## src/sv/rij_pkg.sv

```systemverilog
// shared types, constants and helpers of the raster interval pair join unit
package rij_pkg;

	localparam int MAX_INTERVALS = 256;
	localparam int MAX_CELLS     = 21;
	localparam int CODE_BITS     = 3;

	localparam int IDX_W   = $clog2(MAX_INTERVALS);
	localparam int CNT_W   = IDX_W + 1;
	localparam int CODE_W  = MAX_CELLS * CODE_BITS;
	localparam int MASK_W  = CODE_W + 1;
	localparam int SKIP_W  = $clog2(MAX_CELLS + 1);
	localparam int SH_W    = $clog2(CODE_W) + 1;
	localparam int CELL_W  = 32;
	localparam int ID_W    = 32;
	localparam int VERD_W  = 2;

	localparam logic [VERD_W-1:0] VERDICT_DISJOINT    = 2'd0;
	localparam logic [VERD_W-1:0] VERDICT_HIT         = 2'd1;
	localparam logic [VERD_W-1:0] VERDICT_INDECISIVE  = 2'd2;

	typedef struct packed {
		logic [CELL_W-1:0] start;
		logic [CELL_W-1:0] stop;
		logic [CODE_W-1:0] codes;
	} rij_entry_t;

	typedef struct packed {
		logic [CNT_W-1:0] count;
		logic             complete;
		logic             full;
		logic [ID_W-1:0]  ident;
	} rij_list_stat_t;

	typedef struct packed {
		logic overlap;
		logic adv_left;
		logic hit;
	} rij_step_t;

	// code mask covering the first n cells
	function automatic logic [CODE_W-1:0] cells_mask(input logic [SKIP_W-1:0] n);
		logic [MASK_W-1:0] bit_q;
		bit_q = MASK_W'(1) << (n * CODE_BITS);
		return CODE_W'(bit_q - MASK_W'(1));
	endfunction

endpackage

```

## src/sv/rij_overlap_unit.sv

```systemverilog
// two-step interval overlap unit: bounds compare, then aligned code AND
module rij_overlap_unit import rij_pkg::*; (
	input  logic       clk,
	input  logic       cmp_en,
	input  rij_entry_t left_ent,
	input  rij_entry_t right_ent,
	output rij_step_t  step
);

	logic [CELL_W-1:0] s_cell;
	logic [CELL_W-1:0] e_cell;
	logic [CELL_W-1:0] dl;
	logic [CELL_W-1:0] dr;
	logic [CELL_W-1:0] dn;
	logic              ov;

	logic              ov_q;
	logic              adv_left_q;
	logic [SKIP_W-1:0] skip_l_q;
	logic [SKIP_W-1:0] skip_r_q;
	logic              kill_l_q;
	logic              kill_r_q;
	logic [SKIP_W-1:0] ncell_q;

	logic [CODE_W-1:0] a_codes;
	logic [CODE_W-1:0] b_codes;
	logic [CODE_W-1:0] mask;

	always_comb begin
		ov = (left_ent.start <= left_ent.stop) && (right_ent.start <= right_ent.stop) &&
			!((left_ent.stop < right_ent.start) || (right_ent.stop < left_ent.start));
		s_cell = (left_ent.start > right_ent.start) ? left_ent.start : right_ent.start;
		e_cell = (left_ent.stop < right_ent.stop) ? left_ent.stop : right_ent.stop;
		dl = s_cell - left_ent.start;
		dr = s_cell - right_ent.start;
		dn = e_cell - s_cell;
	end

	always_ff @(posedge clk) begin
		if (cmp_en) begin
			ov_q       <= ov;
			adv_left_q <= (left_ent.stop <= right_ent.stop);
			kill_l_q   <= (dl >= CELL_W'(MAX_CELLS));
			kill_r_q   <= (dr >= CELL_W'(MAX_CELLS));
			skip_l_q   <= dl[SKIP_W-1:0];
			skip_r_q   <= dr[SKIP_W-1:0];
			ncell_q    <= (dn >= CELL_W'(MAX_CELLS - 1)) ? SKIP_W'(MAX_CELLS) :
				dn[SKIP_W-1:0] + SKIP_W'(1);
		end
	end

	// entries stay at the same read address through this step
	always_comb begin
		mask    = cells_mask(ncell_q);
		a_codes = kill_l_q ? '0 :
			(left_ent.codes >> (SH_W'(skip_l_q) * SH_W'(CODE_BITS)));
		b_codes = kill_r_q ? '0 :
			(right_ent.codes >> (SH_W'(skip_r_q) * SH_W'(CODE_BITS)));
	end

	assign step.overlap  = ov_q;
	assign step.adv_left = adv_left_q;
	assign step.hit      = ov_q && (|(a_codes & b_codes & mask));

endmodule

```

## config.mk

```make
export PLATFORM = sky130hd
export DESIGN_NAME = rij_overlap_unit
export DESIGN_NICKNAME = d
export VERILOG_FILES = /design/src/sv/rij_pkg.sv /design/src/sv/rij_overlap_unit.sv
export SDC_FILE = /design/constraint.sdc
export NUM_CORES = 1
export LEC_CHECK = 0
export BUFFER_PORTS_ARGS = -buffer_cell sky130_fd_sc_hd__clkbuf_2
export CAP_MARGIN = 15
export CORE_AREA = 4 4 163 322
export DETAILED_ROUTE_END_ITERATION = 8
export DIE_AREA = 0 0 167 326
export RECOVER_POWER = 25
export SLEW_MARGIN = 40
export SYNTH_ARGS = -nofsm -noshare
export SYNTH_HDL_FRONTEND = slang
export SYNTH_SLANG_ARGS = --single-unit
```

## constraint.sdc

```tcl
create_clock -name clk -period 12.1 [get_ports clk]
set_input_delay 0.605 -clock clk [delete_from_list [all_inputs] [get_ports clk]]
set_output_delay 0.605 -clock clk [all_outputs]
set_load 0.1 [all_outputs]
```

Word-level counts from Yosys, hierarchy flattened --
Cells that the tools add are included.
Storage, ports and cells: register bits 19, bits of input ports 256, output and inout port bits 3, logic and storage cells 40
Cells by class: $add $sub $neg 5, multipliers 3, magnitude comparators 10, shift-type cells 3, multiplexer cells 4, bitwise gates (word level) 2, reductions and logical operators 6
Operators with widths (number):
- $and A63 B63 Y63 | 2
- $mux W63 | 2
- $shr A63 B7 Y63 | 2
- $ge A32 B5 Y1 const B | 3
- $le A32 B32 Y1 | 3
- $lt A32 B32 Y1 | 3
- $sub A32 B32 Y32 | 3
- $mux W32 | 2
- $reduce_or A63 Y1 | 1
- $shl A1 B7 Y63 const A | 1
- $sub A63 B1 Y63 const B | 1
- $gt A32 B32 Y1 | 1
- $mul A5 B2 Y7 const B | 3
- $add A5 B1 Y5 const B | 1
- $logic_and A1 B1 Y1 | 3
- $logic_not A1 Y1 | 1
- $logic_or A1 B1 Y1 | 1

Depth between registers and ports, before layout --
Gate-level depths: netlist of run 1.
depth in word-level cells 7, mapped depth 28, mapped depth without buffers 26

Worst setup path before layout of run 1 --
No wires, ideal clock.
path type input to register, start in right_ent[96] (netlist name), end reg kill_r_q (data pin), setup time 266 ps, arrival 5613 ps, required time 11834 ps, setup slack 6220 ps, stages on the path 25, path buffers 2, path through inv_1 > ha_1 > nor2b_1 > o21a_1 > o21a_1 > o21a_1 > o31ai_1 > a21oi_1 > clkbuf_1 > clkbuf_1 > o21ai_0 > inv_1 > fa_1 > nand2b_1 > a21boi_1 > o21ai_1 > a211oi_1 > o41a_1 > a21oi_1 > and4b_1 > or4_1 > nor4_1 > nand2_1 > nor2_1 > nand4_1
Between the ends: longest elaborated chain between the ends 4
Ends and longest elaborated chain:
- from (decl) | RTL line rij_overlap_unit.sv:6 | input rij_entry_t right_ent,
- $gt A32 B32 Y1 | RTL line rij_overlap_unit.sv:32 | s_cell = (left_ent.start > right_ent.start) ? left_ent.start : right_ent.start;
- $mux W32 | RTL line rij_overlap_unit.sv:32
- $sub A32 B32 Y32 (*) | RTL line rij_overlap_unit.sv:35 | dr = s_cell - right_ent.start;
- $ge A32 B5 Y1 (*) | RTL line rij_overlap_unit.sv:44 | kill_r_q <= (dr >= CELL_W'(MAX_CELLS));
- to (signal assigned) | RTL line rij_overlap_unit.sv:44
- to (decl) | RTL line rij_overlap_unit.sv:22 | logic kill_r_q;
Mark *: on every way between the ends. The rest lies on a longest branch, timed or not. A chain may end at the register's enable or synchronous reset.

Worst setup path after layout of run 1 --
start in right_ent[121] (netlist name), end reg kill_l_q (data pin)
Between the ends: longest elaborated chain between the ends 4
Ends and longest elaborated chain:
- $gt A32 B32 Y1 | RTL line rij_overlap_unit.sv:32
- $mux W32 (*) | RTL line rij_overlap_unit.sv:32
- $sub A32 B32 Y32 (*) | RTL line rij_overlap_unit.sv:34 | dl = s_cell - left_ent.start;
- $ge A32 B5 Y1 (*) | RTL line rij_overlap_unit.sv:43 | kill_l_q <= (dl >= CELL_W'(MAX_CELLS));
- to (signal assigned) | RTL line rij_overlap_unit.sv:43
- to (decl) | RTL line rij_overlap_unit.sv:21 | logic kill_l_q;
Marks and branches as above.

==> results of run 1 <==
[critical path, delay by kind of cell]
family                   cells  cell delay, ns
AND/OR/NAND/NOR              5            1.61
XOR/XNOR                     1            0.63
adder cells (fa/ha/maj)      2            0.86
buffers and inverters        3            0.71
AO/OA/AOI/OAI               10            3.14
[worst paths after layout]
check	end	slack, ns	depth (start not counted)
setup / recovery	kill_l_q	4.47	21
hold / removal	skip_r_q[0]	0.85	3
[state kept, by name, summed over array words and instances, names as in the netlist]
signal and cells:
ov_q 1, ncell_q 5, kill_l_q 1, adv_left_q 1
skip_l_q 5, skip_r_q 5, kill_r_q 1
[metal layers]
| layer | vias to the layer above | routed length, um | track usage [%] | share of wire (%) |
|---|---|---|---|---|
| met3 | 439 | 6800 | 7.80 | 6.5 |
| met5 | - | 14 | 0 | 0.013 |
| li1 | 10600 | - | - | - |
| met1 | 10800 | 29200 | 29.6 | 28 |
| met4 | 2 | 14600 | 37.9 | 14 |
| met2 | 1110 | 53900 | 68.6 | 52 |
[final cells by class]
| cell class | count | share of cell area (%) |
|---|---|---|
| antenna | 28 | 0.319 |
| clock buffer | 4 | 0.359 |
| inverter | 218 | 3.73 |
| multi-input combinational | 2359 | 82.0 |
| sequential | 19 | 2.60 |
| tap | 649 | 3.70 |
| timing repair buffer | 295 | 7.29 |
[report_power, final]
part           total, mW  internal, mW  switching (mW)
sequential         0.101        0.0854          0.0157
combinational       4.52          1.49            3.03
clock             0.0749        0.0451          0.0298
total               4.69          1.62            3.07
[per-stage QoR]
| step | area, um2 | instances | worst slack [ns] |
|---|---|---|---|
| 2_1_floorplan | 19800 | 2738 | 6.22 |
| 3_3_place_gp | 21700 | 3538 | 4.32 |
| 3_5_place_dp | 21800 | 3540 | 4.31 |
| 4_1_cts | 21900 | 3544 | 4.55 |
| 5_1_grt | 21900 | 3550 | 4.19 |
| 6_report | 22000 | 3572 | 4.47 |
[synth_stat cells, types with 56 or more instances]
cell type	count
o21ai_0	214
mux4_2	118
inv_1	216
nand3_1	77
nand2_1	381
ha_1	299
nor3_1	56
mux2i_1	96
clkbuf_1	100
nor2_1	184
a21o_1	90
a21oi_1	215
[cells by family (layout without fill, tap and decap cells)]
| group | Yosys count | after routing |
|---|---|---|
| buf+inv | 360 | 517 |
| flops | 19 | 19 |
| other cells | 0 | 28 |
| simple gates | 938 | 938 |
| compound gates | 813 | 813 |
| fa+ha+maj | 304 | 304 |
| mux | 244 | 244 |
| xor+xnor | 60 | 60 |
==> metrics.txt, run 1 <==
CP Cell Sequence=clkbuf_2 > inv_1 > ha_1 > nand4_1 > nor4_1 > o31ai_1 > a21oi_4 > buf_4 > o21ai_0 > ha_1 > a21oi_1 > nand4b_1 > and3_1 > o31ai_1 > a21o_1 > a21oi_1 > o21ai_2 > a21oi_1 > o311ai_0 > xor2_1 > nand4_1; TNS Setup=0 ns; fillers=5348; clk buf depth=2; final WL=around 100000 um; Synth Instances=about 2700; vias in the first global route=23300; clock sink total=19; RSZ-0062 raised after global routing=no; row cnt=between 100 and 150; PortBufs=258; top cells by area, synth=ha_1 (19%), mux4_2 (13%), nand2_1 (7.2%); gr ovfl total=0; Synth Area in Simple Gates=around 22%; total I/O pin count=between 200 and 300; largest net degree at the start of global routing=a little over 70; Synthesis Warnings=0; First-pass DRT Iterations=7; Critical path origin=right_ent[121]; Design Power=4.69 mW; nets=3456; DR WL/cell=29.2 um; commonest non-fill, non-tap cell in the layout=nand2_1; cts bufs inserted=3; Slew @ Worst Pin=~1.3 ns; Final Core Density=43.9%; synthesized cell area=~20000 um2; top cell type by total area after synthesis=ha_1; FF+latch count, synth=19; share of layout cells above drive strength 1=~17%; Initial Util=approximately 40%; period utilisation layout=between 60 and 70%; compound-cell area share of the yosys netlist=between 20% and 30%; CP max stage delay=slightly below 0.7 ns; max_slew headroom=14.3%; Post-synth EDFFs=19; min cycle time layout=between 7 and 8 ns; gr usage total=a little over a third; Static Leak=between 10 and 15 nW; max_cap viols=0; outcome=complete, no violations; sequential fraction of the synthesis area=under 10%; pwr/cell area=214 nW/um2; register area=around 570 um2; area share of the leading cell type in the synthesized netlist=18.9%; Remaining DRCs=0; area taken by multi-input logic gates=around 18000 um2; crit-path most repeated cell=a21oi_1; Setup Buffers After CTS=0; vias=roughly 23000; initial antenna violation count=28; worst-path fanout max=between 40 and 50; vias per cell=~6.4; FMAX=between 0.1 and 0.15 GHz; Clk pin slew, worst setup/hold paths=0.06 ns; endpoints failing setup=0; Final ANT Viol Nets=0; Post-Synthesis Net Count=~3300; Req. time, crit path=around 12 ns; CP arrival=approximately 7.6 ns; Crit. End Element=flop; Die ar.=54400 um2; leading cell types in the layout, fill and taps excluded=nand2_1 (381), ha_1 (297), clkbuf_2 (257), inv_1 (216), a21oi_1 (213); multiplexer share of the synthesized area=20.0%; Async S/R FF share, synth=0%; Synth Area in XOR/XNOR=2.66%; CORE AREA=50100 um2; RePlAce Congestion=about 1.2; # hold bufs at CTS=0; largest family of logic cells by synthesized area=compound AO/OA/AOI/OAI gates; first-pass GRT wire length=about 150000 um; Area Overhead vs Synth=11.1%; Root Buffer=clkbuf_16; Critical Path Start Type=primary input; die height=between 300 and 400 um; CTS tree=built; number of DRC markers in iteration 0=between 1500 and 2000; Max IR drop VDD=around 160 uV; post-CTS sizing=0; Die Wd=around 170 um; Synth cell types=84; Synth Flop Type=edfxtp_1; Synth Area per Inst=slightly above 7 um2; synthesized-area fraction occupied by adder cells=between 10% and 20%; H-tree depth=1; Final Max Slew Viols=0; final hold vios=0; Worst Hold Margin=approximately 0.85 ns; worst min-delay path category=in2reg; Hold Startpoint=right_ent[95]; Crit Path Category=in2reg; Post-DP HPWL=89700 um; slowest CP cell=nor4_1
Note: power is estimated with default switching activity, not from simulation.
==> run 2, diff against run 1 <==
==> constraint.sdc (replaced) <==
create_clock -name clk -period 7.75 [get_ports clk]
set_input_delay 0.3875 -clock clk [delete_from_list [all_inputs] [get_ports clk]]
set_output_delay 0.3875 -clock clk [all_outputs]
set_load 0.1 [all_outputs]
==> run 2 against run 1 <==
  * Utilization grew 0.28 points
  * Clock power grew 67%
  * Design area grew 0.64%
  * Sequential power grew 54%
  * Global-route usage grew 1.6 points
  * Die area is the same
  * Worst hold slack lost 0.18 ns
  * Wire length grew 4.6%
  * Combinational power grew 58%
  * Critical path depth grew 5
  * First-iteration DRC count shrank 4.0%
  * Critical path type unchanged
  * Critical endpoint is now ncell_q[2]
  * Largest cell class unchanged
  * Largest power group unchanged
==> metrics.txt, run 2 (synthesized netlist as in run 1, its figures left out) <==
CORE AREA=50100 um2 (unchanged); Area Overhead vs Synth=11.8% (was 11.1%); switching power of the nets=4.87 mW (was 3.07 mW); DR WL/cell=30.5 um (was 29.2 um); max_cap viols=0 (unchanged); vias=23300 (was 23000); fillers=5278 (was 5348); Design Power=7.43 mW (was 4.69 mW); Crit Path Category=in2reg (unchanged); min cycle time layout=between 7 and 8 ns; Critical Path Start Type=primary input (unchanged); Initial Util=39.5% (unchanged); Crit. End Element=flop (unchanged); clock sink total=19 (unchanged); RSZ-0062 raised after global routing=no (unchanged); nets=3475 (was 3456); Die ar.=54400 um2 (unchanged); Cells after DPL=3558 (was 3540); vias per cell=6.50 (was 6.44); Req. time, crit path=7.75 ns (was 12.07 ns); leading cell types in the layout, fill and taps excluded=nand2_1 (381), ha_1 (296), clkbuf_2 (257), inv_1 (216), a21oi_1 (214) (was nand2_1 (381), ha_1 (297), clkbuf_2 (257), inv_1 (216), a21oi_1 (213)); Hold Startpoint=right_ent[96] (was right_ent[95]); FMAX=0.140 GHz; Critical path origin=right_ent[120] (was right_ent[121]); Slew @ Worst Pin=1.44 ns (was 1.29 ns); area taken by multi-input logic gates=18000 um2 (about the same); P_int=2.55 mW (was 1.62 mW); Root Buffer=clkbuf_16 (unchanged); Clock Power Share=1.7% (was 1.6%); Sw Ratio=65.6% (was 65.5%); Worst Setup EP=ncell_q[2] (was kill_l_q); worst-path fanout max=29 (was 49); Post-DP HPWL=94100 um (was 89700 um); commonest non-fill, non-tap cell in the layout=nand2_1 (unchanged); largest net degree at the start of global routing=70 (was 71); vias in the first global route=24000 (was 23300); H-tree depth=1 (unchanged); Static Leak=10.5 nW (was 10.4 nW); period utilisation layout=between 90% and 100%; endpoints failing setup=0 (unchanged); final WL=109000 um (was 104000 um); final hold vios=0 (unchanged); Gate power share=96.2% (about the same); post-CTS sizing=0 (unchanged); max_slew headroom=4.07% (was 14.3%); Final Max Slew Viols=0 (unchanged); die height=326 um (unchanged); Final Core Density=44.1% (was 43.9%); Flop pwr share=2.1% (was 2.2%); Die Wd=167 um (unchanged); gr ovfl total=0 (unchanged); initial antenna violation count=17 (was 28); final std cells w/o fill=3580 (was 3572); CTS tree=built (unchanged); worst min-delay path category=in2reg (unchanged); Remaining DRCs=0 (unchanged); number of DRC markers in iteration 0=1846 (was 1923); row cnt=116 (unchanged); TNS Setup=0 ns (unchanged); CP arrival=7.14 ns (was 7.60 ns); first-pass GRT wire length=155000 um (was 149000 um); # hold bufs at CTS=0 (unchanged); PortBufs=258 (unchanged); Setup Buffers After CTS=0 (unchanged); clk buf depth=2 (unchanged); Final ANT Viol Nets=0 (unchanged); Clk pin slew, worst setup/hold paths=0.08 ns (was 0.06 ns); RePlAce Congestion=1.12 (was 1.16); share of layout cells above drive strength 1=17.4% (was 16.9%); register area=571 um2 (unchanged); gr usage total=38.2% (was 36.6%); total I/O pin count=259 (unchanged); Max IR drop VDD=281 uV (was 161 uV); Top Registers=ncell_q: 5 flops, skip_l_q: 5 flops, skip_r_q: 5 flops (unchanged); Worst Hold Margin=0.667 ns (was 0.849 ns); outcome=complete, no violations (unchanged); pwr/cell area=336 nW/um2 (was 214 nW/um2); First-pass DRT Iterations=7 (unchanged); cts bufs inserted=3 (unchanged)
-- run 2: changes by cell type in the layout (fill, tap and decap cells not counted), moves of 2 or more --
cell,change
o21ai_0,+8
o21ai_1,-6
buf_4,+18
diode_2,-11
o21ai_2,-2
-- run 2: how the worst min path moves through the flow --
stage,end,depth (start not counted)
2_1_floorplan,adv_left_q,0
5_1_grt,skip_r_q[1],3
4_1_cts,skip_r_q[1],3
6_report,skip_r_q[1],3
3_3_place_gp,skip_l_q[0],3
3_5_place_dp,skip_l_q[0],3
-- run 2: final cells by class --
type                       count  share of cell area [%]
multi-input combinational   2359                    81.5
timing repair buffer         314                    7.94
inverter                     218                    3.70
tap                          649                    3.67
sequential                    19                    2.58
clock buffer                   3                   0.340
antenna                       17                   0.192
clock inverter                 1                  0.0226
-- run 2: metrics by stage --
stage               instance area (um2)  setup slack (ns)
floorplan                         19800              2.09
global placement                  21900             0.462
detailed placement                22000             0.472
CTS                               22000             0.748
global route                      22100             0.408
finish                            22100             0.609
-- run 2: per-layer routing --
layer  part of all wire (%)  vias to the layer above  wire length (um)  global-route usage [%]
li1                       -                    10600                 -                       -
met4                     13                        2             14600                    39.5
met2                     53                     1108             57500                    72.9
met3                    5.5                      452              6010                    6.07
met5                  0.014                        -                15                       0
met1                     28                    11100             31100                    31.3
-- run 2: power by group through the flow --
stage / sequential (mW) / combinational [mW] / clock (mW)
floorplan: 0.147 / 4.40 / 0
global placement: 0.157 / 6.89 / 0
detailed placement: 0.158 / 6.87 / 0
CTS: 0.155 / 6.90 / 0.128
global route: 0.158 / 7.51 / 0.130
finish: 0.156 / 7.15 / 0.125
-- run 2: critical path, cell delays in order --
cell and delay (ns):
clkbuf_2 0.13, inv_1 0.11, ha_1 0.30, a21o_1 0.16, a21o_1 0.17, a21oi_1 0.41, o21ai_0 0.31, a21oi_1 0.37
a21oi_4 0.14, buf_4 0.25, buf_4 0.25, o21ai_0 0.69, inv_1 0.10, ha_1 0.43, a21o_1 0.20, a21o_1 0.17
a21oi_1 0.32, nor2_1 0.09, nor4_1 0.34, nand4_1 0.14, a2111o_1 0.37, nor4_1 0.33, nand2_1 0.11, nor4b_1 0.29
and4_1 0.40, nand3_1 0.12
